--- src/tga_rle_pkg.sv ---
// Shared types, constants and helpers for the TGA RLE pixel decoder.
`timescale 1ns / 1ps
package tga_rle_pkg;

  localparam int unsigned MaxWidth  = 4096;
  localparam int unsigned MaxHeight = 4096;

  localparam int unsigned DimW     = 13;  // width of size registers
  localparam int unsigned CoordW   = 12;  // row and column
  localparam int unsigned CfgIdxW  = 4;
  localparam int unsigned CfgDataW = 13;
  localparam int unsigned QDepth   = 2;

  // Configuration register indexes
  typedef enum logic [CfgIdxW-1:0] {
    CFG_RLE_ENABLE   = 4'd0,
    CFG_PIXEL_FORMAT = 4'd1,
    CFG_IMAGE_WIDTH  = 4'd2,
    CFG_IMAGE_HEIGHT = 4'd3
  } cfg_idx_e;

  // Pixel formats; codes five to seven decode like bgr24
  typedef enum logic [2:0] {
    FMT_GRAY8    = 3'd0,
    FMT_RGB332   = 3'd1,
    FMT_ARGB1555 = 3'd2,
    FMT_BGR24    = 3'd3,
    FMT_BGRA32   = 3'd4
  } fmt_e;

  // One run of identical pixels handed from the front to the back
  typedef struct packed {
    logic [7:0] count;   // 1..128
    logic [7:0] blue;
    logic [7:0] green;
    logic [7:0] red;
    logic [7:0] alpha;
  } run_t;

  // Live configuration seen by the datapath
  typedef struct packed {
    logic            rle;
    logic [2:0]      fmt;
    logic [DimW-1:0] width;   // clamped
  } cfg_t;

  localparam logic [DimW-1:0] MinWidthC  = DimW'(8);
  localparam logic [DimW-1:0] MaxWidthC  = DimW'(MaxWidth);
  localparam logic [DimW-1:0] MaxHeightC = DimW'(MaxHeight);

  function automatic logic [DimW-1:0] clamp_width(input logic [DimW-1:0] w);
    logic [DimW-1:0] r;
    r = w;
    if (w < MinWidthC) r = MinWidthC;
    if (w > MaxWidthC) r = MaxWidthC;
    return r;
  endfunction

  function automatic logic [DimW-1:0] clamp_height(input logic [DimW-1:0] h);
    logic [DimW-1:0] r;
    r = h;
    if (h == '0) r = DimW'(1);
    if (h > MaxHeightC) r = MaxHeightC;
    return r;
  endfunction

endpackage

--- src/tga_rle_if.sv ---
// Valid/ready channel interfaces for input bytes and output spans.
`timescale 1ns / 1ps
interface tga_rle_in_if;
  logic       valid;
  logic       ready;
  logic [7:0] data_byte;

  modport source (output valid, output data_byte, input ready);
  modport sink (input valid, input data_byte, output ready);
endinterface

interface tga_rle_out_if;
  logic        valid;
  logic        ready;
  logic [11:0] row;
  logic [11:0] column;
  logic [7:0]  span_length;
  logic [7:0]  blue;
  logic [7:0]  green;
  logic [7:0]  red;
  logic [7:0]  alpha;
  logic        final_span;
  logic        image_done;

  modport source (output valid, output row, output column, output span_length,
                  output blue, output green, output red, output alpha,
                  output final_span, output image_done, input ready);
  modport sink (input valid, input row, input column, input span_length,
                input blue, input green, input red, input alpha,
                input final_span, input image_done, output ready);
endinterface

--- src/tga_rle_queue.sv ---
// Small run queue between the byte front end and the span back end.
`timescale 1ns / 1ps
module tga_rle_queue
  import tga_rle_pkg::*;
(
  input  logic clk_i,
  input  logic rst_ni,
  input  logic flush_i,
  input  logic push_i,
  input  run_t push_data_i,
  output logic full_o,
  input  logic pop_i,
  output logic valid_o,
  output run_t pop_data_o
);

  run_t       mem_q [QDepth];
  logic       wr_ptr_q, wr_ptr_d;
  logic       rd_ptr_q, rd_ptr_d;
  logic [1:0] cnt_q, cnt_d;

  assign full_o     = (cnt_q == 2'(QDepth));
  assign valid_o    = (cnt_q != '0);
  assign pop_data_o = mem_q[rd_ptr_q];

  // Pointer and occupancy update
  always_comb begin
    wr_ptr_d = wr_ptr_q;
    rd_ptr_d = rd_ptr_q;
    cnt_d    = cnt_q;
    if (flush_i) begin
      wr_ptr_d = 1'b0;
      rd_ptr_d = 1'b0;
      cnt_d    = '0;
    end else begin
      if (push_i) wr_ptr_d = ~wr_ptr_q;
      if (pop_i)  rd_ptr_d = ~rd_ptr_q;
      if (push_i && !pop_i) cnt_d = cnt_q + 2'd1;
      if (!push_i && pop_i) cnt_d = cnt_q - 2'd1;
    end
  end

  always_ff @(posedge clk_i or negedge rst_ni) begin
    if (!rst_ni) begin
      wr_ptr_q <= 1'b0;
      rd_ptr_q <= 1'b0;
      cnt_q    <= '0;
    end else begin
      wr_ptr_q <= wr_ptr_d;
      rd_ptr_q <= rd_ptr_d;
      cnt_q    <= cnt_d;
    end
  end

  // Storage, no reset
  always_ff @(posedge clk_i) begin
    if (push_i && !flush_i) mem_q[wr_ptr_q] <= push_data_i;
  end

endmodule

--- src/tga_rle_front.sv ---
// Front end: packet headers, pixel assembly and color conversion into runs.
`timescale 1ns / 1ps
module tga_rle_front
  import tga_rle_pkg::*;
(
  input  logic          clk_i,
  input  logic          rst_ni,
  input  cfg_t          cfg_i,
  input  logic          restart_i,
  input  logic          rle_next_i,
  tga_rle_in_if.sink    in_byte,
  input  logic          q_full_i,
  output logic          push_o,
  output run_t          push_data_o
);

  logic        expect_hdr_q, expect_hdr_d;
  logic        repeat_q, repeat_d;
  logic [7:0]  remaining_q, remaining_d;
  logic [31:0] pix_q, pix_d;
  logic [1:0]  byte_idx_q, byte_idx_d;

  logic        accept;
  logic        is_header;
  logic [1:0]  last_idx;
  logic        pix_done;
  logic [31:0] pix_asm;
  logic [7:0]  b0, b1, b2, b3;

  assign in_byte.ready = !q_full_i && !restart_i;
  assign accept        = in_byte.valid && in_byte.ready;
  assign is_header     = cfg_i.rle && expect_hdr_q;

  // Index of the last byte of a pixel
  always_comb begin
    unique case (cfg_i.fmt)
      FMT_GRAY8, FMT_RGB332: last_idx = 2'd0;
      FMT_ARGB1555:          last_idx = 2'd1;
      FMT_BGRA32:            last_idx = 2'd3;
      default:               last_idx = 2'd2;
    endcase
  end

  assign pix_done = !is_header && (byte_idx_q == last_idx);

  // Assembled pixel with the incoming byte in place
  always_comb begin
    pix_asm = pix_q;
    pix_asm[8*byte_idx_q +: 8] = in_byte.data_byte;
  end

  assign b0 = pix_asm[7:0];
  assign b1 = pix_asm[15:8];
  assign b2 = pix_asm[23:16];
  assign b3 = pix_asm[31:24];

  // Color conversion to 8-bit B, G, R, A
  always_comb begin
    push_data_o.count = (cfg_i.rle && repeat_q) ? remaining_q : 8'd1;
    unique case (cfg_i.fmt)
      FMT_GRAY8: begin
        push_data_o.blue  = b0;
        push_data_o.green = b0;
        push_data_o.red   = b0;
        push_data_o.alpha = 8'hff;
      end
      FMT_RGB332: begin
        push_data_o.red   = b0 & 8'he0;
        push_data_o.green = {b0[4:2], 5'd0};
        push_data_o.blue  = {b0[1:0], 6'd0};
        push_data_o.alpha = 8'hff;
      end
      FMT_ARGB1555: begin
        push_data_o.red   = {b1[6:2], 3'd0};
        push_data_o.green = {b1[1:0], b0[7:5], 3'd0};
        push_data_o.blue  = {b0[4:0], 3'd0};
        push_data_o.alpha = b1 & 8'h80;
      end
      FMT_BGRA32: begin
        push_data_o.blue  = b0;
        push_data_o.green = b1;
        push_data_o.red   = b2;
        push_data_o.alpha = b3;
      end
      default: begin
        push_data_o.blue  = b0;
        push_data_o.green = b1;
        push_data_o.red   = b2;
        push_data_o.alpha = 8'hff;
      end
    endcase
  end

  assign push_o = accept && pix_done;

  // Packet and pixel assembly state
  always_comb begin
    expect_hdr_d = expect_hdr_q;
    repeat_d     = repeat_q;
    remaining_d  = remaining_q;
    pix_d        = pix_q;
    byte_idx_d   = byte_idx_q;
    if (restart_i) begin
      expect_hdr_d = rle_next_i;
      repeat_d     = 1'b0;
      remaining_d  = '0;
      pix_d        = '0;
      byte_idx_d   = '0;
    end else if (accept) begin
      if (is_header) begin
        repeat_d     = in_byte.data_byte[7];
        remaining_d  = {1'b0, in_byte.data_byte[6:0]} + 8'd1;
        expect_hdr_d = 1'b0;
        byte_idx_d   = '0;
        pix_d        = '0;
      end else if (!pix_done) begin
        pix_d      = pix_asm;
        byte_idx_d = byte_idx_q + 2'd1;
      end else begin
        pix_d      = pix_asm;
        byte_idx_d = '0;
        if (cfg_i.rle) begin
          if (repeat_q) begin
            remaining_d = '0;
          end else if (remaining_q != '0) begin
            remaining_d = remaining_q - 8'd1;
          end
          if (repeat_q || remaining_q <= 8'd1) expect_hdr_d = 1'b1;
        end
      end
    end
  end

  always_ff @(posedge clk_i or negedge rst_ni) begin
    if (!rst_ni) begin
      expect_hdr_q <= 1'b0;
      repeat_q     <= 1'b0;
      remaining_q  <= '0;
      pix_q        <= '0;
      byte_idx_q   <= '0;
    end else begin
      expect_hdr_q <= expect_hdr_d;
      repeat_q     <= repeat_d;
      remaining_q  <= remaining_d;
      pix_q        <= pix_d;
      byte_idx_q   <= byte_idx_d;
    end
  end

endmodule

--- src/tga_rle_back.sv ---
// Back end: splits runs into row spans, walks rows bottom-up, output register.
`timescale 1ns / 1ps
module tga_rle_back
  import tga_rle_pkg::*;
(
  input  logic              clk_i,
  input  logic              rst_ni,
  input  logic [DimW-1:0]   width_i,
  input  logic              restart_i,
  input  logic [CoordW-1:0] row_init_i,
  input  logic              q_valid_i,
  input  run_t              q_data_i,
  output logic              pop_o,
  tga_rle_out_if.source     out_span
);

  logic              run_valid_q, run_valid_d;
  run_t              run_q, run_d;
  logic [CoordW-1:0] row_q, row_d;
  logic [CoordW-1:0] col_q, col_d;
  logic              finished_q, finished_d;
  logic              out_valid_q, out_valid_d;

  logic [CoordW-1:0] o_row_q, o_col_q;
  logic [7:0]        o_len_q;
  logic [7:0]        o_blue_q, o_green_q, o_red_q, o_alpha_q;
  logic              o_final_q, o_done_q;

  logic              out_free;
  logic              advance;
  logic [DimW-1:0]   avail;
  logic [7:0]        len;
  logic [DimW-1:0]   col_sum;
  logic              row_end;
  logic              img_done;
  logic [7:0]        count_left;

  assign out_free = !out_valid_q || out_span.ready;
  assign advance  = run_valid_q && out_free && !finished_q;
  assign pop_o    = q_valid_i && !run_valid_q && !restart_i;

  // Span length: the rest of the run or the rest of the row
  assign avail      = width_i - {1'b0, col_q};
  assign len        = ({5'd0, run_q.count} < avail) ? run_q.count : avail[7:0];
  assign col_sum    = {1'b0, col_q} + {5'd0, len};
  assign row_end    = (col_sum >= width_i);
  assign img_done   = row_end && (row_q == '0);
  assign count_left = run_q.count - len;

  always_comb begin
    run_valid_d = run_valid_q;
    run_d       = run_q;
    row_d       = row_q;
    col_d       = col_q;
    finished_d  = finished_q;
    out_valid_d = out_valid_q && !out_span.ready;
    if (restart_i) begin
      run_valid_d = 1'b0;
      row_d       = row_init_i;
      col_d       = '0;
      finished_d  = 1'b0;
    end else if (pop_o) begin
      run_valid_d = 1'b1;
      run_d       = q_data_i;
    end else if (run_valid_q && finished_q) begin
      // image already complete: the run is dropped
      run_valid_d = 1'b0;
    end else if (advance) begin
      out_valid_d = 1'b1;
      run_d.count = count_left;
      run_valid_d = (count_left != '0) && !img_done;
      if (row_end) begin
        col_d = '0;
        if (row_q == '0) finished_d = 1'b1;
        else             row_d = row_q - CoordW'(1);
      end else begin
        col_d = col_sum[CoordW-1:0];
      end
    end
  end

  always_ff @(posedge clk_i or negedge rst_ni) begin
    if (!rst_ni) begin
      run_valid_q <= 1'b0;
      row_q       <= '0;
      col_q       <= '0;
      finished_q  <= 1'b0;
      out_valid_q <= 1'b0;
    end else begin
      run_valid_q <= run_valid_d;
      row_q       <= row_d;
      col_q       <= col_d;
      finished_q  <= finished_d;
      out_valid_q <= out_valid_d;
    end
  end

  // Run payload and output fields, no reset
  always_ff @(posedge clk_i) begin
    run_q <= run_d;
    if (advance) begin
      o_row_q   <= row_q;
      o_col_q   <= col_q;
      o_len_q   <= len;
      o_blue_q  <= run_q.blue;
      o_green_q <= run_q.green;
      o_red_q   <= run_q.red;
      o_alpha_q <= run_q.alpha;
      o_final_q <= (count_left == '0) || img_done;
      o_done_q  <= img_done;
    end
  end

  assign out_span.valid       = out_valid_q;
  assign out_span.row         = o_row_q;
  assign out_span.column      = o_col_q;
  assign out_span.span_length = o_len_q;
  assign out_span.blue        = o_blue_q;
  assign out_span.green       = o_green_q;
  assign out_span.red         = o_red_q;
  assign out_span.alpha       = o_alpha_q;
  assign out_span.final_span  = o_final_q;
  assign out_span.image_done  = o_done_q;

  // Checks
  logic [DimW-1:0] o_end;
  assign o_end = {1'b0, o_col_q} + {5'd0, o_len_q};

  a_len_range: assert property (@(posedge clk_i) disable iff (!rst_ni)
    out_valid_q |-> (o_len_q != '0) && (o_len_q <= 8'd128))
    else $error("span length out of range");

  a_span_in_row: assert property (@(posedge clk_i) disable iff (!rst_ni)
    out_valid_q |-> (o_end <= width_i))
    else $error("span crosses row end");

  a_done_is_final: assert property (@(posedge clk_i) disable iff (!rst_ni)
    (out_valid_q && o_done_q) |-> o_final_q)
    else $error("image done on a span that is not final");

  a_no_span_after_done: assert property (@(posedge clk_i) disable iff (!rst_ni)
    (finished_q && !restart_i) |=> !$rose(out_valid_q))
    else $error("span issued after image completion");

endmodule

--- src/tga_rle_pixel_decoder_core.sv ---
// Top level of the TGA RLE pixel decoder: configuration registers and wiring.
//
// Usage: pixel-data bytes (packet headers included) enter one per handshake
// on in_byte; span writes (row, column, length, B/G/R/A color) leave on
// out_span. Configuration is written through cfg_we_i/cfg_idx_i/cfg_data_i
// while the block is idle; any write to a known register restarts the image.
// The first span of a byte that completes a pixel passes through the queue
// write, the run load and the output register before it is valid.
// Throughput: one byte per cycle while the run queue is not full; the back
// end span splitter loads each run and then issues one span per row piece of
// it. The two-entry run queue lets the front take bytes while the back end
// emits; the input stalls when the queue is full.
// After reset: raw mode, bgr24, 8 x 1 image; the first span goes to row
// height-1. When the receiver stalls, the output register holds its span,
// the back end stops, the queue fills and then in_byte.ready falls.
// After the last pixel of the image, bytes are taken and ignored.
`timescale 1ns / 1ps
module tga_rle_pixel_decoder_core
  import tga_rle_pkg::*;
(
  input  logic                clk_i,
  input  logic                rst_ni,
  tga_rle_in_if.sink          in_byte,
  tga_rle_out_if.source       out_span,
  input  logic                cfg_we_i,
  input  logic [CfgIdxW-1:0]  cfg_idx_i,
  input  logic [CfgDataW-1:0] cfg_data_i
);

  logic            rle_q, rle_d;
  logic [2:0]      fmt_q, fmt_d;
  logic [DimW-1:0] width_q, width_d;
  logic [DimW-1:0] height_q, height_d;
  logic            restart;
  logic [DimW-1:0] height_used;
  cfg_t            cfg;

  logic q_full, q_push, q_pop, q_valid;
  run_t q_in, q_out;

  // Register writes; a known index restarts the image with the new values
  always_comb begin
    rle_d    = rle_q;
    fmt_d    = fmt_q;
    width_d  = width_q;
    height_d = height_q;
    restart  = 1'b0;
    if (cfg_we_i) begin
      unique case (cfg_idx_i)
        CFG_RLE_ENABLE: begin
          rle_d   = cfg_data_i[0];
          restart = 1'b1;
        end
        CFG_PIXEL_FORMAT: begin
          fmt_d   = cfg_data_i[2:0];
          restart = 1'b1;
        end
        CFG_IMAGE_WIDTH: begin
          width_d = cfg_data_i;
          restart = 1'b1;
        end
        CFG_IMAGE_HEIGHT: begin
          height_d = cfg_data_i;
          restart  = 1'b1;
        end
        default: restart = 1'b0;
      endcase
    end
  end

  always_ff @(posedge clk_i or negedge rst_ni) begin
    if (!rst_ni) begin
      rle_q    <= 1'b0;
      fmt_q    <= FMT_BGR24;
      width_q  <= DimW'(8);
      height_q <= DimW'(1);
    end else begin
      rle_q    <= rle_d;
      fmt_q    <= fmt_d;
      width_q  <= width_d;
      height_q <= height_d;
    end
  end

  assign height_used = clamp_height(height_d);
  assign cfg.rle     = rle_q;
  assign cfg.fmt     = fmt_q;
  assign cfg.width   = clamp_width(width_q);

  tga_rle_front u_front (
    .clk_i,
    .rst_ni,
    .cfg_i       (cfg),
    .restart_i   (restart),
    .rle_next_i  (rle_d),
    .in_byte     (in_byte),
    .q_full_i    (q_full),
    .push_o      (q_push),
    .push_data_o (q_in)
  );

  tga_rle_queue u_queue (
    .clk_i,
    .rst_ni,
    .flush_i     (restart),
    .push_i      (q_push),
    .push_data_i (q_in),
    .full_o      (q_full),
    .pop_i       (q_pop),
    .valid_o     (q_valid),
    .pop_data_o  (q_out)
  );

  tga_rle_back u_back (
    .clk_i,
    .rst_ni,
    .width_i    (cfg.width),
    .restart_i  (restart),
    .row_init_i (CoordW'(height_used - DimW'(1))),
    .q_valid_i  (q_valid),
    .q_data_i   (q_out),
    .pop_o      (q_pop),
    .out_span   (out_span)
  );

endmodule
--- src/flat_wrapper.sv ---
// flat-port wrapper written by rule: the top's interface ports become plain ports
module tga_rle_pixel_decoder_core_flat import tga_rle_pkg::*;
  (clk_i, rst_ni, cfg_we_i, cfg_idx_i, cfg_data_i, in_byte_valid, in_byte_data_byte, in_byte_ready, out_span_valid, out_span_row, out_span_column, out_span_span_length, out_span_blue, out_span_green, out_span_red, out_span_alpha, out_span_final_span, out_span_image_done, out_span_ready);
  tga_rle_in_if in_byte_i ();
  tga_rle_out_if out_span_i ();
  input  logic clk_i;
  input  logic rst_ni;
  input  logic cfg_we_i;
  input  logic [CfgIdxW-1:0] cfg_idx_i;
  input  logic [CfgDataW-1:0] cfg_data_i;
  input wire logic [$bits(in_byte_i.valid)-1:0] in_byte_valid;
  input wire logic [$bits(in_byte_i.data_byte)-1:0] in_byte_data_byte;
  output wire logic [$bits(in_byte_i.ready)-1:0] in_byte_ready;
  output wire logic [$bits(out_span_i.valid)-1:0] out_span_valid;
  output wire logic [$bits(out_span_i.row)-1:0] out_span_row;
  output wire logic [$bits(out_span_i.column)-1:0] out_span_column;
  output wire logic [$bits(out_span_i.span_length)-1:0] out_span_span_length;
  output wire logic [$bits(out_span_i.blue)-1:0] out_span_blue;
  output wire logic [$bits(out_span_i.green)-1:0] out_span_green;
  output wire logic [$bits(out_span_i.red)-1:0] out_span_red;
  output wire logic [$bits(out_span_i.alpha)-1:0] out_span_alpha;
  output wire logic [$bits(out_span_i.final_span)-1:0] out_span_final_span;
  output wire logic [$bits(out_span_i.image_done)-1:0] out_span_image_done;
  input wire logic [$bits(out_span_i.ready)-1:0] out_span_ready;
  assign in_byte_i.valid = in_byte_valid;
  assign in_byte_i.data_byte = in_byte_data_byte;
  assign in_byte_ready = in_byte_i.ready;
  assign out_span_valid = out_span_i.valid;
  assign out_span_row = out_span_i.row;
  assign out_span_column = out_span_i.column;
  assign out_span_span_length = out_span_i.span_length;
  assign out_span_blue = out_span_i.blue;
  assign out_span_green = out_span_i.green;
  assign out_span_red = out_span_i.red;
  assign out_span_alpha = out_span_i.alpha;
  assign out_span_final_span = out_span_i.final_span;
  assign out_span_image_done = out_span_i.image_done;
  assign out_span_i.ready = out_span_ready;
  tga_rle_pixel_decoder_core u_core (.clk_i(clk_i), .rst_ni(rst_ni), .in_byte(in_byte_i), .out_span(out_span_i), .cfg_we_i(cfg_we_i), .cfg_idx_i(cfg_idx_i), .cfg_data_i(cfg_data_i));
endmodule
--- config.mk ---
export PLATFORM = sky130hd
export DESIGN_NAME = tga_rle_pixel_decoder_core_flat
export DESIGN_NICKNAME = d
export VERILOG_FILES = /design/src/tga_rle_pkg.sv /design/src/tga_rle_if.sv /design/src/tga_rle_queue.sv /design/src/tga_rle_front.sv /design/src/tga_rle_back.sv /design/src/tga_rle_pixel_decoder_core.sv /design/src/flat_wrapper.sv
export SDC_FILE = /design/constraint.sdc
export NUM_CORES = 1
export LEC_CHECK = 0
export BUFFER_PORTS_ARGS = -buffer_cell sky130_fd_sc_hd__buf_2
export CAP_MARGIN = 10
export CORE_UTILIZATION = 55
export CTS_BUF_LIST = sky130_fd_sc_hd__clkbuf_4
export DETAILED_ROUTE_END_ITERATION = 10
export GPL_ROUTABILITY_DRIVEN = 0
export PLACE_DENSITY_LB_ADDON = 0.25
export SETUP_SLACK_MARGIN = 0.5
export SYNTH_ARGS = -nofsm -noshare
export SYNTH_HDL_FRONTEND = slang
export SYNTH_SLANG_ARGS = --single-unit
--- constraint.sdc ---
create_clock -name clk_i -period 9.71 [get_ports clk_i]
set_clock_uncertainty 0.05 [all_clocks]
set_input_delay 0.971 -clock clk_i [delete_from_list [all_inputs] [get_ports clk_i]]
set_output_delay 0.971 -clock clk_i [all_outputs]
set_load 0.05 [all_outputs]
== After elaboration in Yosys (flattened, before gate mapping) ==
Memory sizes are Yosys's and may differ from the RTL's.
Cells that the tools add are included.
W data, S select, Z words.
Cells by class
  equality and inequality tests: 12
  muxes and demuxes: 75
  div/mod/pow operators: 0
  multipliers: 0
  reduce and logical (&&, ||, !) cells: 64
  magnitude comparators: 6
  bitwise logic cells: 3
  shift operators: 2
  add/sub/neg operators: 11
Operators by type and width (count)
  $mux W12: 13
  $pmux W32 S4: 1
  $mux W32: 3
  $mux W8: 12
  $mux W13: 4
  $neg A5 Y34: 1
  $shift A8 B34 Y32 const A: 1
  $shiftx A8 B34 Y32: 1
  $mux W1: 33
  $bwmux W32: 1
  $gt A13 B13 Y1 const B: 2
  $sub A12 B1 Y12 const B: 2
  $reduce_bool A2 Y1: 9
  $logic_and A1 B1 Y1: 17
  $reduce_bool A8 Y1: 2
  $mux W2: 7
  $add A12 B8 Y13: 1
  $ge A13 B13 Y1: 1
  $logic_not A13 Y1: 1
  $lt A13 B4 Y1 const B: 1
  $lt A8 B13 Y1: 1
  $sub A13 B12 Y13: 1
  $logic_not A12 Y1: 1
  $reduce_bool A3 Y1: 4
  other kinds (28): 53
Word-level totals
  register bits after elaboration: 211
  memories kept: 1
  input bits: 30
  bits in read-only memories: 0
  word-level logic and storage cells: 205
  latch bits: 0
  bits in writable memories: 80
  output and inout bits: 68
Memories
  u_core.u_queue.mem_q: depth 2, width 40, read ports 1, clocked after memory_dff 0, write ports 1, RTL line tga_rle_queue.sv:17  | run_t mem_q [QDepth];

== Longest topological paths before layout ==
Gate-level depths: netlist of run 1.
  word-level depth: 15
  gate-level depth with buffers: 43
  depth with buffers taken out: 41

== Hierarchy ==
From an unflattened synthesis of run 1, not the netlist that was laid out.
Second synthesis, totals
  cells, all modules: 1312
  area total of the unflattened synthesis: 15227.1 um^2
Modules (own cells, without submodules)
  tga_rle_back: cells an instance 545, area an instance 6692.7 um^2, instances 1, seq. area each 3858.7 um^2
  tga_rle_front: cells an instance 420, area an instance 3314.4 um^2, instances 1, seq. area each 1101.1 um^2
  tga_rle_queue: cells an instance 146, area an instance 3276.9 um^2, instances 1, seq. area each 2502.4 um^2
  tga_rle_pixel_decoder_core: cells an instance 201, area an instance 1943.1 um^2, instances 1, seq. area each 755.7 um^2

== Worst setup path after synthesis of run 1 ==
OpenSTA, ideal clock, no wires.
  kind: register to register
  from: register u_core.width_q[7]
  to: register u_core.u_back.row_q[0]
  setup time: 0.125 ns
  required time: 9.535 ns
  data arrival time: 7.607 ns
  setup slack: 1.928 ns
  stages on the path, launching flop included: 39
  clock period less this slack: 7.782 ns
  path buffers: 2
  path through: dfrtp_1 > nor4_1 > nand3_1 > o41ai_1 > o21ai_0 > inv_1 > ha_1 > a21oi_1 > nand2_1 > a21o_1 > a21oi_1 > xnor2_1 > inv_1 > ha_1 > and4_1 > o21ai_0 > a21bo_2 > or3b_4 > [... 3 more ...] > inv_1 > fa_1 > nor2b_1 > o21ai_0 > a21boi_0 > o21ai_0 > a21oi_1 > nor2_1 > xnor2_1 > ha_1 > nand4_1 > a21oi_1 > o311ai_0 > a21boi_1 > clkbuf_1 > o21ai_1 > and2_1 > mux2_2
On the way
  longest elaborated chain between the ends: 10
  elaborated cells on any way between the ends: 11
  classes of those cells: 2 x add/sub; 4 x order compare; 3 x mux; 2 x reduce/logical
Ends and longest elaborated chain
  start: declaration: RTL line tga_rle_pixel_decoder_core.sv:32  | logic [DimW-1:0] width_q, width_d;
  start signal: assignment: RTL line tga_rle_pixel_decoder_core.sv:75  | width_q <= DimW'(8);
  start signal: assignment: RTL line tga_rle_pixel_decoder_core.sv:80  | width_q <= width_d;
  $lt A13 B4 Y1: RTL line tga_rle_pkg.sv:54  | if (w < MinWidthC) r = MinWidthC;
  $mux W13: RTL line tga_rle_pkg.sv:54
  $mux W13 (*): RTL line tga_rle_pkg.sv:55  | if (w > MaxWidthC) r = MaxWidthC;
  $sub A13 B12 Y13 (*): RTL line tga_rle_back.sv:43  | assign avail = width_i - {1'b0, col_q};
  $lt A8 B13 Y1: RTL line tga_rle_back.sv:44  | assign len = ({5'd0, run_q.count} < avail) ? run_q.count : avail[7:0];
  $mux W8 (*): RTL line tga_rle_back.sv:44
  named net u_core.u_back.len[0]: RTL line tga_rle_back.sv:32  | logic [7:0] len;
  $add A12 B8 Y13 (*): RTL line tga_rle_back.sv:45  | assign col_sum = {1'b0, col_q} + {5'd0, len};
  $ge A13 B13 Y1 (*): RTL line tga_rle_back.sv:46  | assign row_end = (col_sum >= width_i);
  $reduce_bool A2 Y1 (no source line) (*)
  $reduce_and A5 Y1 (no source line) (*)
  end signal: assignment: RTL line tga_rle_back.sv:91  | row_q <= row_d;
  end: declaration: RTL line tga_rle_back.sv:19  | logic [CoordW-1:0] row_q, row_d;
The timed path passes the listed nets; every way through them passes the cells marked *.
A chain may end at the register's enable or synchronous reset.

== Worst setup path in the final report of run 1 ==
Ends and elaborated chain as after synthesis.

==> flow_metrics.tcl, run 1 <==
set metrics [dict create \
    status "completed" \
    initial_core_util_pct 55.86 \
    arrival_ns 8.90 \
    drc 0 \
    clkTransAtPathRegs_ns 0.07 \
    die_y_um 164.2 \
    synth_nets 1353 \
    antenna_found_initial 1 \
    synth_seq_area_share_pct 56.78 \
    ys_warn_count 0 \
    cp-start-kind "register" \
    power_leakage_uw 0.006740 \
    synth-edff-count 186 \
    yosysTopAreaCellShare_pct 38.59 \
    holdCritPathClass "in2async" \
    cts-root-buf "clkbuf_4" \
    ys_seq_elements 291 \
    ios 98 \
    ant_nets 0 \
    grt_max_degree 81 \
    yosys-top-cells-area "edfxtp_1, dfrtp_1, ha_1" \
    grt_usage_pct 24.81 \
    h-tree-depth 3 \
    post_cts_buffers 0 \
    seq_area_sq_um 8218 \
    end_kind "register" \
    viasPerCell 5.807 \
    synth_ff_type "edfxtp_1" \
    cts_tree "yes" \
    syn_area_sq_um 14470 \
    cts_resized 0 \
    slew_headroom_pct 20.32 \
    rr_startpoint "u_core.width_q[7]" \
    rows 59 \
    slew_viol_final 0 \
    power_density_nw_per_um2 347.1 \
    fmaxAchievable_mhz 119.1 \
    fin_crit_sh_pct 86.47 \
    holdBufCountCts 0 \
    required_ns 10.22 \
    dieArea_sq_um 26970 \
    r2r-end "u_core.u_back.row_q[0]" \
    worst_pin_slew_ns 1.192 \
    dr.pass1.iters 8 \
    synth_cell_types 85 \
    final_net_count 1483 \
    vias 10354 \
    fin_setup_tns_ns 0 \
    io_buffers 97 \
    layout-drive-gt1-share_pct 21.15 \
    critPathMaxFanout 12 \
    finalPower_uw 5641 \
    worst-setup-path-type "reg2reg" \
    cts.sinks 291 \
    core_sq_um 25910 \
    syn_area_per_cell_sq_um 11.47 \
    dp_hpwl_um 21980 \
    yosysTopAreaCell "edfxtp_1" \
    multi_input_area_sq_um 5822 \
    fillers 2063 \
    insertion_delay_ns 0.68 \
    setup_viol 0 \
    finalWirelength_um 32290 \
    grt_pass1_vias 10012 \
    hold_viol 0 \
    area_growth_pct 12.27 \
    grt_setup_unrepaired "no" \
    drv_cap 0 \
    finalCriticalPeriod_ns 8.396 \
    synthArstFlopShare_pct 36.08 \
    dieWidth_um 164.2 \
    drt-wirelength-per-cell_um 18.11 \
    synth_cells 1262 \
    r2r_setup_slack_ns 1.31 \
    numCtsBuffers 74 \
    gr-total-overflow 0 \
    grt_pass1_wl_um 51910 \
    slowest_stage "or3b_4" \
    r2r.worst_path.cells 40 \
    initialDrtViolationCount 798 \
    max_stage_delay_ns 0.47 \
    clock_path_buffers 3 \
    max-vdd-ir-drop_mv 0.1655 \
]
## report_power, final
group	switching, uW	total [uW]	internal (uW)	leakage, uW
combinational	1680	2590	913	0.00307
sequential	213	2000	1790	0.00310
clock	494	1050	552	0.000564
total	2390	5640	3250	0.00674
## synth_stat cells (4+ instances only)
cell,number
nand2b_1,12
nor4_1,8
and2_1,5
a211o_1,8
o21ai_0,76
nor2b_1,25
or3_1,10
mux2i_1,22
nor3_1,35
a31oi_1,14
a22o_1,27
o22ai_1,13
clkbuf_1,37
dfrtp_1,101
o21ai_1,5
edfxtp_1,186
a21oi_1,72
xor2_1,25
o32ai_1,4
a21o_1,8
xnor2_1,19
ha_1,58
a2bb2oi_1,4
nand2_1,127
a21boi_0,4
buf_2,4
nand3_1,19
nor2_1,74
and3_1,16
mux2_2,55
o21a_1,6
inv_1,71
buf_1,9
o31ai_1,6
nand3b_1,4
o221ai_1,4
o211ai_1,13
dfstp_2,4
## stage by stage
stage	area (sq um)	setup slack, ns	hold WS, ns	utilization (%)	cells
detailed placement	15260	0.7897	0.3545	58.91	1651
global route	16250	0.5551	0.1179	62.71	1783
floorplan	14470	1.928	0.3503	-	1262
finish	16250	1.314	0.1449	62.71	1783
global placement	15260	1.171	0.3515	58.91	1651
CTS	16230	0.7069	0.09559	62.62	1782
## final cells by class
class                      count  share of cell area, %
inverter                      72                  1.663
multi-input combinational    847                  35.83
antenna                        1                0.01540
sequential                   291                  50.57
timing repair buffer         106                  3.419
tap                          335                  2.580
clock inverter                21                 0.8393
clock buffer                 110                  5.082
## cells in the final DEF (no fill, tap or decap), types with 10 or more instances in the layout
| cell | netlist | routed |
|---|---|---|
| edfxtp_1 | 186 | 186 |
| nand2_1 | 127 | 127 |
| clkbuf_4 | 0 | 110 |
| dfrtp_1 | 101 | 101 |
| buf_2 | 4 | 96 |
| o21ai_0 | 76 | 75 |
| a21oi_1 | 72 | 72 |
| inv_1 | 71 | 70 |
| nor2_1 | 74 | 70 |
| ha_1 | 58 | 58 |
| mux2_2 | 55 | 55 |
| nor3_1 | 35 | 35 |
| a22o_1 | 27 | 27 |
| nor2b_1 | 25 | 25 |
| xor2_1 | 25 | 25 |
| mux2i_1 | 22 | 22 |
| nand3_1 | 19 | 19 |
| xnor2_1 | 19 | 19 |
| and3_1 | 16 | 16 |
| a31oi_1 | 14 | 14 |
| clkinv_1 | 1 | 14 |
| o211ai_1 | 13 | 13 |
| o22ai_1 | 13 | 13 |
| nand2b_1 | 12 | 12 |
| or3_1 | 10 | 10 |
| buf_4 | 0 | 10 |
## critical path: cells and delay by family (launching register included)
kind                       cells  cell delay (ns)
and+or+nand+nor               12             2.30
buffers and inverters          5             0.47
adders and majority gates      6             1.63
DFF                            1             0.41
AOI/OAI and AO/OA             14             2.73
xor gates and xnor gates       2             0.33
muxes                          1             0.35
## cell families (layout without fill, tap and decap cells)
logic type / Yosys count / after routing / synth area share [%]
mux: 77 / 77 / 5.800
fa+ha+maj: 62 / 62 / 5.498
other cells: 0 / 1 / 0
buf+inv: 124 / 309 / 3.311
xor+xnor: 45 / 45 / 2.818
flops: 291 / 291 / 56.78
compound gates: 304 / 304 / 13.78
simple gates: 359 / 359 / 12.02
## registers in the layout, summed over array words and instances, names as in the netlist, 3 cells and up
register / cells
u_core.fmt_q: 3
u_core.height_q: 13
u_core.u_back.col_q: 12
u_core.u_back.out_span.alpha: 8
u_core.u_back.out_span.blue: 8
u_core.u_back.out_span.column: 12
u_core.u_back.out_span.green: 8
u_core.u_back.out_span.red: 8
u_core.u_back.out_span.row: 12
u_core.u_back.out_span.span_length: 8
u_core.u_back.row_q: 12
u_core.u_back.run_q: 40
u_core.u_front.pix_q: 32
u_core.u_front.remaining_q: 8
u_core.u_queue.mem_q: 80
u_core.width_q: 13
## how the worst max path moves through the flow
| stage | from | end | slack [ns] | cells after the start |
|---|---|---|---|---|
| finish | u_core.width_q[7] | u_core.u_back.row_q[0] | 1.31 | 40 |
| global route | u_core.width_q[7] | u_core.u_back.col_q[8] | 0.56 | 40 |
| CTS | u_core.width_q[7] | u_core.u_back.col_q[10] | 0.71 | 37 |
| detailed placement | u_core.width_q[7] | u_core.u_back.col_q[10] | 0.79 | 37 |
| global placement | u_core.width_q[7] | u_core.u_back.col_q[10] | 1.17 | 37 |
| floorplan | u_core.width_q[7] | u_core.u_back.row_q[0] | 1.93 | 38 |
## metal layers
metal / routed length [um] / global-route usage, % / part of all wire (%)
met4: 799 / 9.891 / 2.5
met2: 14060 / 35.96 / 44
met3: 2316 / 5.404 / 7.2
met5: 0 / 0 / 0
met1: 15120 / 36.19 / 47
(Power assumes the default switching activity.)
==> run 2: changes to the inputs <==
--- a/config.mk
+++ b/config.mk
@@ -15,4 +15,5 @@
 export SETUP_SLACK_MARGIN = 0.5
 export SYNTH_ARGS = -nofsm -noshare
 export SYNTH_HDL_FRONTEND = slang
+export SYNTH_HIERARCHICAL = 1
 export SYNTH_SLANG_ARGS = --single-unit
==> run 2 against run 1 <==
Effect of this change: clock power decreased by 4%; routed wire length increased by 3.0%; combinational power rose by 11%; sequential share of layout area shrank 1.7 points; sequential power is 5% higher; total power grew 6.2%; register-to-register slack got worse by 0.18 ns; sequential cell count stayed put.
==> flow_metrics.tcl, run 2 <==
set metrics [dict create \
    synth_nets 1402 \
    status "completed" \
    grt_pass1_vias 10415 \
    dieArea_sq_um 28360 \
    largest_register "u_core/u_queue/mem_q" \
    grt_usage_pct 23.96 \
    area_growth_pct 10.51 \
    dr.pass1.iters 5 \
    h-tree-depth 3 \
    layout-drive-gt1-share_pct 23.77 \
    slew_headroom_pct 29.44 \
    dieWidth_um 168.4 \
    cts_tree "yes" \
    clkTransAtPathRegs_ns 0.08 \
    setup_viol 0 \
    io_buffers 97 \
    fin_setup_tns_ns 0 \
    fillers 2177 \
    grt_max_degree 68 \
    rows 60 \
    ant_nets 0 \
    synth_seq_area_share_pct 53.97 \
    critPathTopFamily "compound AO/OA/AOI/OAI gates" \
    synth_ff_type "edfxtp_1" \
    synth_cells 1312 \
    critPathMaxFanout 14 \
    end_kind "register" \
    ios 98 \
    synth-edff-count 186 \
    fin_crit_sh_pct 88.37 \
    insertion_delay_ns 0.74 \
    gr-total-overflow 0 \
    fin_area_sq_um 16830 \
    place_area_sq_um 15880 \
    power_density_nw_per_um2 356.0 \
    largestRegisters "u_core/u_queue/mem_q x80, u_core/u_back/run_q x40, u_core/u_front/pix_q x32" \
    yosys-top-cells-area "edfxtp_1, dfrtp_1, ha_1" \
    grt_setup_unrepaired "yes" \
    holdBufCountCts 0 \
    drv_cap 0 \
    final_net_count 1524 \
    worst-setup-path-type "reg2reg" \
    slowest_stage "nor3_4" \
    cp-start-kind "register" \
    synthArstFlopShare_pct 36.08 \
    ys_seq_elements 291 \
    required_ns 10.28 \
    post_cts_buffers 0 \
    yosysTopAreaCellShare_pct 36.68 \
    hold_viol 0 \
    syn_area_per_cell_sq_um 11.61 \
    final_common_cell "edfxtp_1" \
    final_util_pct 62.26 \
    largest_reg_flops 80 \
    finalWirelength_um 33250 \
    holdCritPathClass "in2async" \
    path_buf_inv 3 \
    fmaxAchievable_mhz 116.5 \
    final_cell_mix "edfxtp_1, clkbuf_4, dfrtp_1" \
    finalCriticalPeriod_ns 8.580 \
    drt-wirelength-per-cell_um 18.20 \
    worst_pin_slew_ns 1.057 \
    initialDrtViolationCount 1169 \
    antenna_found_initial 1 \
    synth_common_cells "edfxtp_1, dfrtp_1, nand2_1" \
    cts_resized 0 \
    cts-root-buf "clkbuf_4" \
    numCtsBuffers 75 \
    cts.sinks 291 \
    arrival_ns 9.15 \
    dp_hpwl_um 22700 \
    viasPerCell 5.890 \
    yosysTopAreaCell "edfxtp_1" \
    slew_viol_final 0 \
    die_y_um 168.4 \
    max-vdd-ir-drop_mv 0.2061 \
    yosysMostFrequentCell "edfxtp_1" \
    core_sq_um 27030 \
    power_leakage_uw 0.006873 \
    clock_path_buffers 3 \
    initial_core_util_pct 56.34 \
    drc 0 \
    vias 10761 \
    max_stage_delay_ns 0.54 \
    grt_pass1_wl_um 53740 \
    synth_cell_types 108 \
    syn_area_sq_um 15230 \
    ys_warn_count 6 \
]
==> run 2: cell types whose count changed after synthesis, moves of 8 or more <==
cell,change
nand2b_1,+8
buf_1,-8
buf_6,+9
nor2b_1,+17
nand4_1,+11
a22o_1,-10
mux2_4,+44
xnor2_1,+9
mux2i_1,-14
nand2_1,-29
a31oi_1,+8
xor2_1,-9
mux2_2,-32
==> run 2: kinds of logic (layout without fill, tap and decap cells) <==
kind of cell             count (synthesis)  count (layout)  synth area share [%]
multiplexers                            76              76                 6.639
other                                    0               1                     0
AND/OR/NAND/NOR                        398             398                 13.97
flip-flops                             291             291                 53.97
XOR/XNOR                                45              45                 2.638
buffers and inverters                  131             304                 3.919
AO/OA/AOI/OAI                          311             311                 13.79
adder cells (fa/ha/maj)                 60              60                 5.078
==> run 2: worst paths after layout <==
kind	from	cells past startpoint	to	slack, ns
max in group asynchronous	rst_ni	2	u_core/u_queue/rd_ptr_q	8.11
worst max-delay path	u_core/width_q[8]	38	u_core/u_back/col_q[10]	1.13
worst max register to register	u_core/width_q[8]	38	u_core/u_back/col_q[10]	1.13
worst min register to register	u_core/u_back/run_q[11]	0	u_core/u_back/out_span.red[3]	0.35
worst min-delay path	rst_ni	1	u_core/u_back/row_q[8]	0.24
min in group clk_i	u_core/u_back/run_q[11]	0	u_core/u_back/out_span.red[3]	0.35
==> run 2: layout make-up <==
| type | count | area [sq um] | share of cell area, % |
|---|---|---|---|
| Tap cell | 341 | 426.7 | 2.536 |
| Inverter | 70 | 262.8 | 1.561 |
| Multi-Input combinational cell | 890 | 6434 | 38.23 |
| Timing Repair Buffer | 106 | 555.5 | 3.301 |
| Clock inverter | 19 | 108.9 | 0.6469 |
| Sequential cell | 291 | 8219 | 48.84 |
| Antenna cell | 1 | 2.502 | 0.01487 |
| Clock buffer | 109 | 818.3 | 4.863 |
==> run 2: per-stage QoR <==
stage | power, uW | hold slack [ns] | setup slack, ns | std cells
after detailed placement | 4958 | 0.3545 | 1.066 | 1698
after global placement | 4889 | 0.3516 | 1.361 | 1698
after global routing | 6391 | 0.2487 | 0.3983 | 1827
after floorplan | 4312 | 0.3503 | 2.284 | 1312
after CTS | 5999 | 0.2261 | 1.050 | 1826
final | 5990 | 0.2398 | 1.130 | 1827
==> run 2: power by group <==
| part | switching [uW] | total, uW | internal, uW |
|---|---|---|---|
| Combinational | 1870 | 2870 | 1000 |
| Sequential | 242 | 2100 | 1860 |
| Clock | 494 | 1010 | 521 |
| Total | 2610 | 5990 | 3380 |
==> run 2: routing by layer <==
metal | GRT usage (%) | wire (um) | vias up
li1 | - | - | 5142
met1 | 35.18 | 15670 | 5142
met2 | 35.20 | 14600 | 425
met3 | 5.078 | 2456 | 52
met4 | 8.340 | 529 | 0
met5 | 0 | 0 | -
==> run 3: changes to the inputs <==
--- a/config.mk
+++ b/config.mk
@@ -7,12 +7,15 @@
 export LEC_CHECK = 0
 export BUFFER_PORTS_ARGS = -buffer_cell sky130_fd_sc_hd__buf_2
 export CAP_MARGIN = 10
-export CORE_UTILIZATION = 55
+export CELL_PAD_IN_SITES_DETAIL_PLACEMENT = 1
+export CELL_PAD_IN_SITES_GLOBAL_PLACEMENT = 1
+export CORE_UTILIZATION = 51
 export CTS_BUF_LIST = sky130_fd_sc_hd__clkbuf_4
 export DETAILED_ROUTE_END_ITERATION = 10
 export GPL_ROUTABILITY_DRIVEN = 0
 export PLACE_DENSITY_LB_ADDON = 0.25
 export SETUP_SLACK_MARGIN = 0.5
+export SKIP_CTS_REPAIR_TIMING = 1
 export SYNTH_ARGS = -nofsm -noshare
 export SYNTH_HDL_FRONTEND = slang
 export SYNTH_HIERARCHICAL = 1
==> run 3 against run 2 <==
Effect of this change: maximum frequency is 0.51% higher; hold slack worse by 0.023 ns; routed wire length increased by 17%; highest routed layer unchanged; largest cell class unchanged; sequential share of layout area shrank 0.57 points; global-route usage up 1.7 points; worst setup slack better by 0.044 ns; non-clock buffer count increased by 4; sequential power about the same; die area increased by 7.7%; via count increased by 2.7%; critical path type unchanged; core utilization is 3.6 points lower.
==> flow_metrics.tcl, run 3 (same netlist as run 2, synthesis figures left out) <==
set metrics [dict create \
    status "completed" \
    grt_pass1_vias 11454 \
    sw_frac_of_total_pct 44.17 \
    grt_max_degree 68 \
    antenna_found_initial 1 \
    initialDrtViolationCount 733 \
    largest_reg_flops 80 \
    switching_power_uw 2770 \
    cp-start-kind "register" \
    insertion_delay_ns 0.73 \
    dieWidth_um 174.8 \
    dieArea_sq_um 30550 \
    vias 11054 \
    stdcell_count 1883 \
    max-vdd-ir-drop_mv 0.1746 \
    final_cell_mix "edfxtp_1, clkbuf_4, dfrtp_1" \
    slew_viol_final 0 \
    largestRegisters "u_core/u_queue/mem_q x80, u_core/u_back/run_q x40, u_core/u_front/pix_q x32" \
    gr-total-overflow 0 \
    drc 0 \
    dr.pass1.iters 5 \
    grt_setup_unrepaired "no" \
    ant_nets 0 \
    required_ns 10.25 \
    fin_setup_tns_ns 0 \
    worst_pin_slew_ns 1.007 \
    ios 98 \
    cts.sinks 291 \
    pwr-share-seq_pct 33.7 \
    final_net_count 1530 \
    post-place-cells 1741 \
    h-tree-depth 3 \
    dp_hpwl_um 27440 \
    slowest_stage "a2111o_1" \
    intPower_uw 3500 \
    layout-drive-gt1-share_pct 23.90 \
    core_sq_um 29010 \
    fin_crit_sh_pct 87.92 \
    viasPerCell 5.870 \
    critPathMaxFanout 13 \
    drv_cap 0 \
    end_kind "register" \
    largest_register "u_core/u_queue/mem_q" \
    clock_path_buffers 3 \
    setup_viol 0 \
    arrival_ns 9.08 \
    holdCritPathClass "in2async" \
    worst-setup-path-type "reg2reg" \
    initial_core_util_pct 52.48 \
    fmaxAchievable_mhz 117.1 \
    max_stage_delay_ns 0.41 \
    slew_headroom_pct 32.79 \
    hold_viol 0 \
    rows 62 \
    cts_tree "yes" \
    power_leakage_uw 0.006944 \
    clkPwrFrac_pct 17.5 \
    io_buffers 97 \
    grt_pass1_wl_um 61710 \
    numCtsBuffers 77 \
    die_y_um 174.8 \
    power_density_nw_per_um2 368.3 \
    cts-root-buf "clkbuf_4" \
    finalCriticalPeriod_ns 8.537 \
    power_frac_comb_pct 48.8 \
    finalWirelength_um 38870 \
    grt_usage_pct 25.63 \
    clkTransAtPathRegs_ns 0.07 \
    drt-wirelength-per-cell_um 20.64 \
    final_common_cell "edfxtp_1" \
    area_growth_pct 11.81 \
]
[run 3: stage by stage]
step | util (%) | power, uW | worst slack, ns | area (sq um) | hold slack [ns]
2_1_floorplan | - | 4312 | 2.284 | 15230 | 0.3503
3_3_place_gp | 54.93 | 4925 | 1.382 | 15940 | 0.3524
3_5_place_dp | 54.93 | 5094 | 0.8443 | 15940 | 0.3579
4_1_cts | 58.42 | 6237 | 0.7201 | 16950 | 0.1465
5_1_grt | 58.68 | 6639 | 0.5224 | 17030 | 0.2358
6_report | 58.68 | 6270 | 1.173 | 17030 | 0.2169
[run 3: path summary, 6_finish.rpt]
check | from | end | slack [ns] | depth (start not counted)
min in group clk_i | u_core/u_back/run_q[21] | u_core/u_back/out_span.green[5] | 0.37 | 0
hold / removal | rst_ni | u_core/u_back/row_q[4] | 0.22 | 1
setup reg to reg | u_core/width_q[8] | u_core/u_back/col_q[10] | 1.17 | 40
hold reg to reg | u_core/u_back/run_q[21] | u_core/u_back/out_span.green[5] | 0.37 | 0
max in group asynchronous | rst_ni | u_core/u_queue/rd_ptr_q | 8.09 | 2
setup / recovery | u_core/width_q[8] | u_core/u_back/col_q[10] | 1.17 | 40
[run 3: power by group through the flow]
stage | Sequential (uW) | Combinational [uW] | Clock [uW]
detailed placement | 2140 | 2960 | 0
global route | 2160 | 3290 | 1190
CTS | 2120 | 2980 | 1140
finish | 2110 | 3060 | 1100
floorplan | 2510 | 1800 | 0
global placement | 2110 | 2820 | 0
[run 3: layout make-up]
class,instances,area (sq um)
Antenna cell,1,2.502
Clock buffer,112,840.8
Clock inverter,25,170.2
Fill cell,3159,11990
Inverter,70,262.8
Multi-Input combinational cell,890,6439
Sequential cell,291,8219
Tap cell,384,480.5
Timing Repair Buffer,110,610.6
[run 3: routing by layer]
layer  track usage, %  share of wire [%]  vias up
met3            4.069                5.4       64
met1            36.00                 46     5509
met2            40.53                 47      342
met5                0                  0        -
li1                 -                  -     5139
met4            8.732                2.0        0
[run 3: worst max-delay path: cells and delay by family (launching register included)]
kind                       cells  cell delay, ns
AOI/OAI and AO/OA             14            2.95
and+or+nand+nor               14            2.31
buffers and inverters          5            0.67
DFF                            1            0.40
xor gates and xnor gates       2            0.41
adders and majority gates      5            1.58
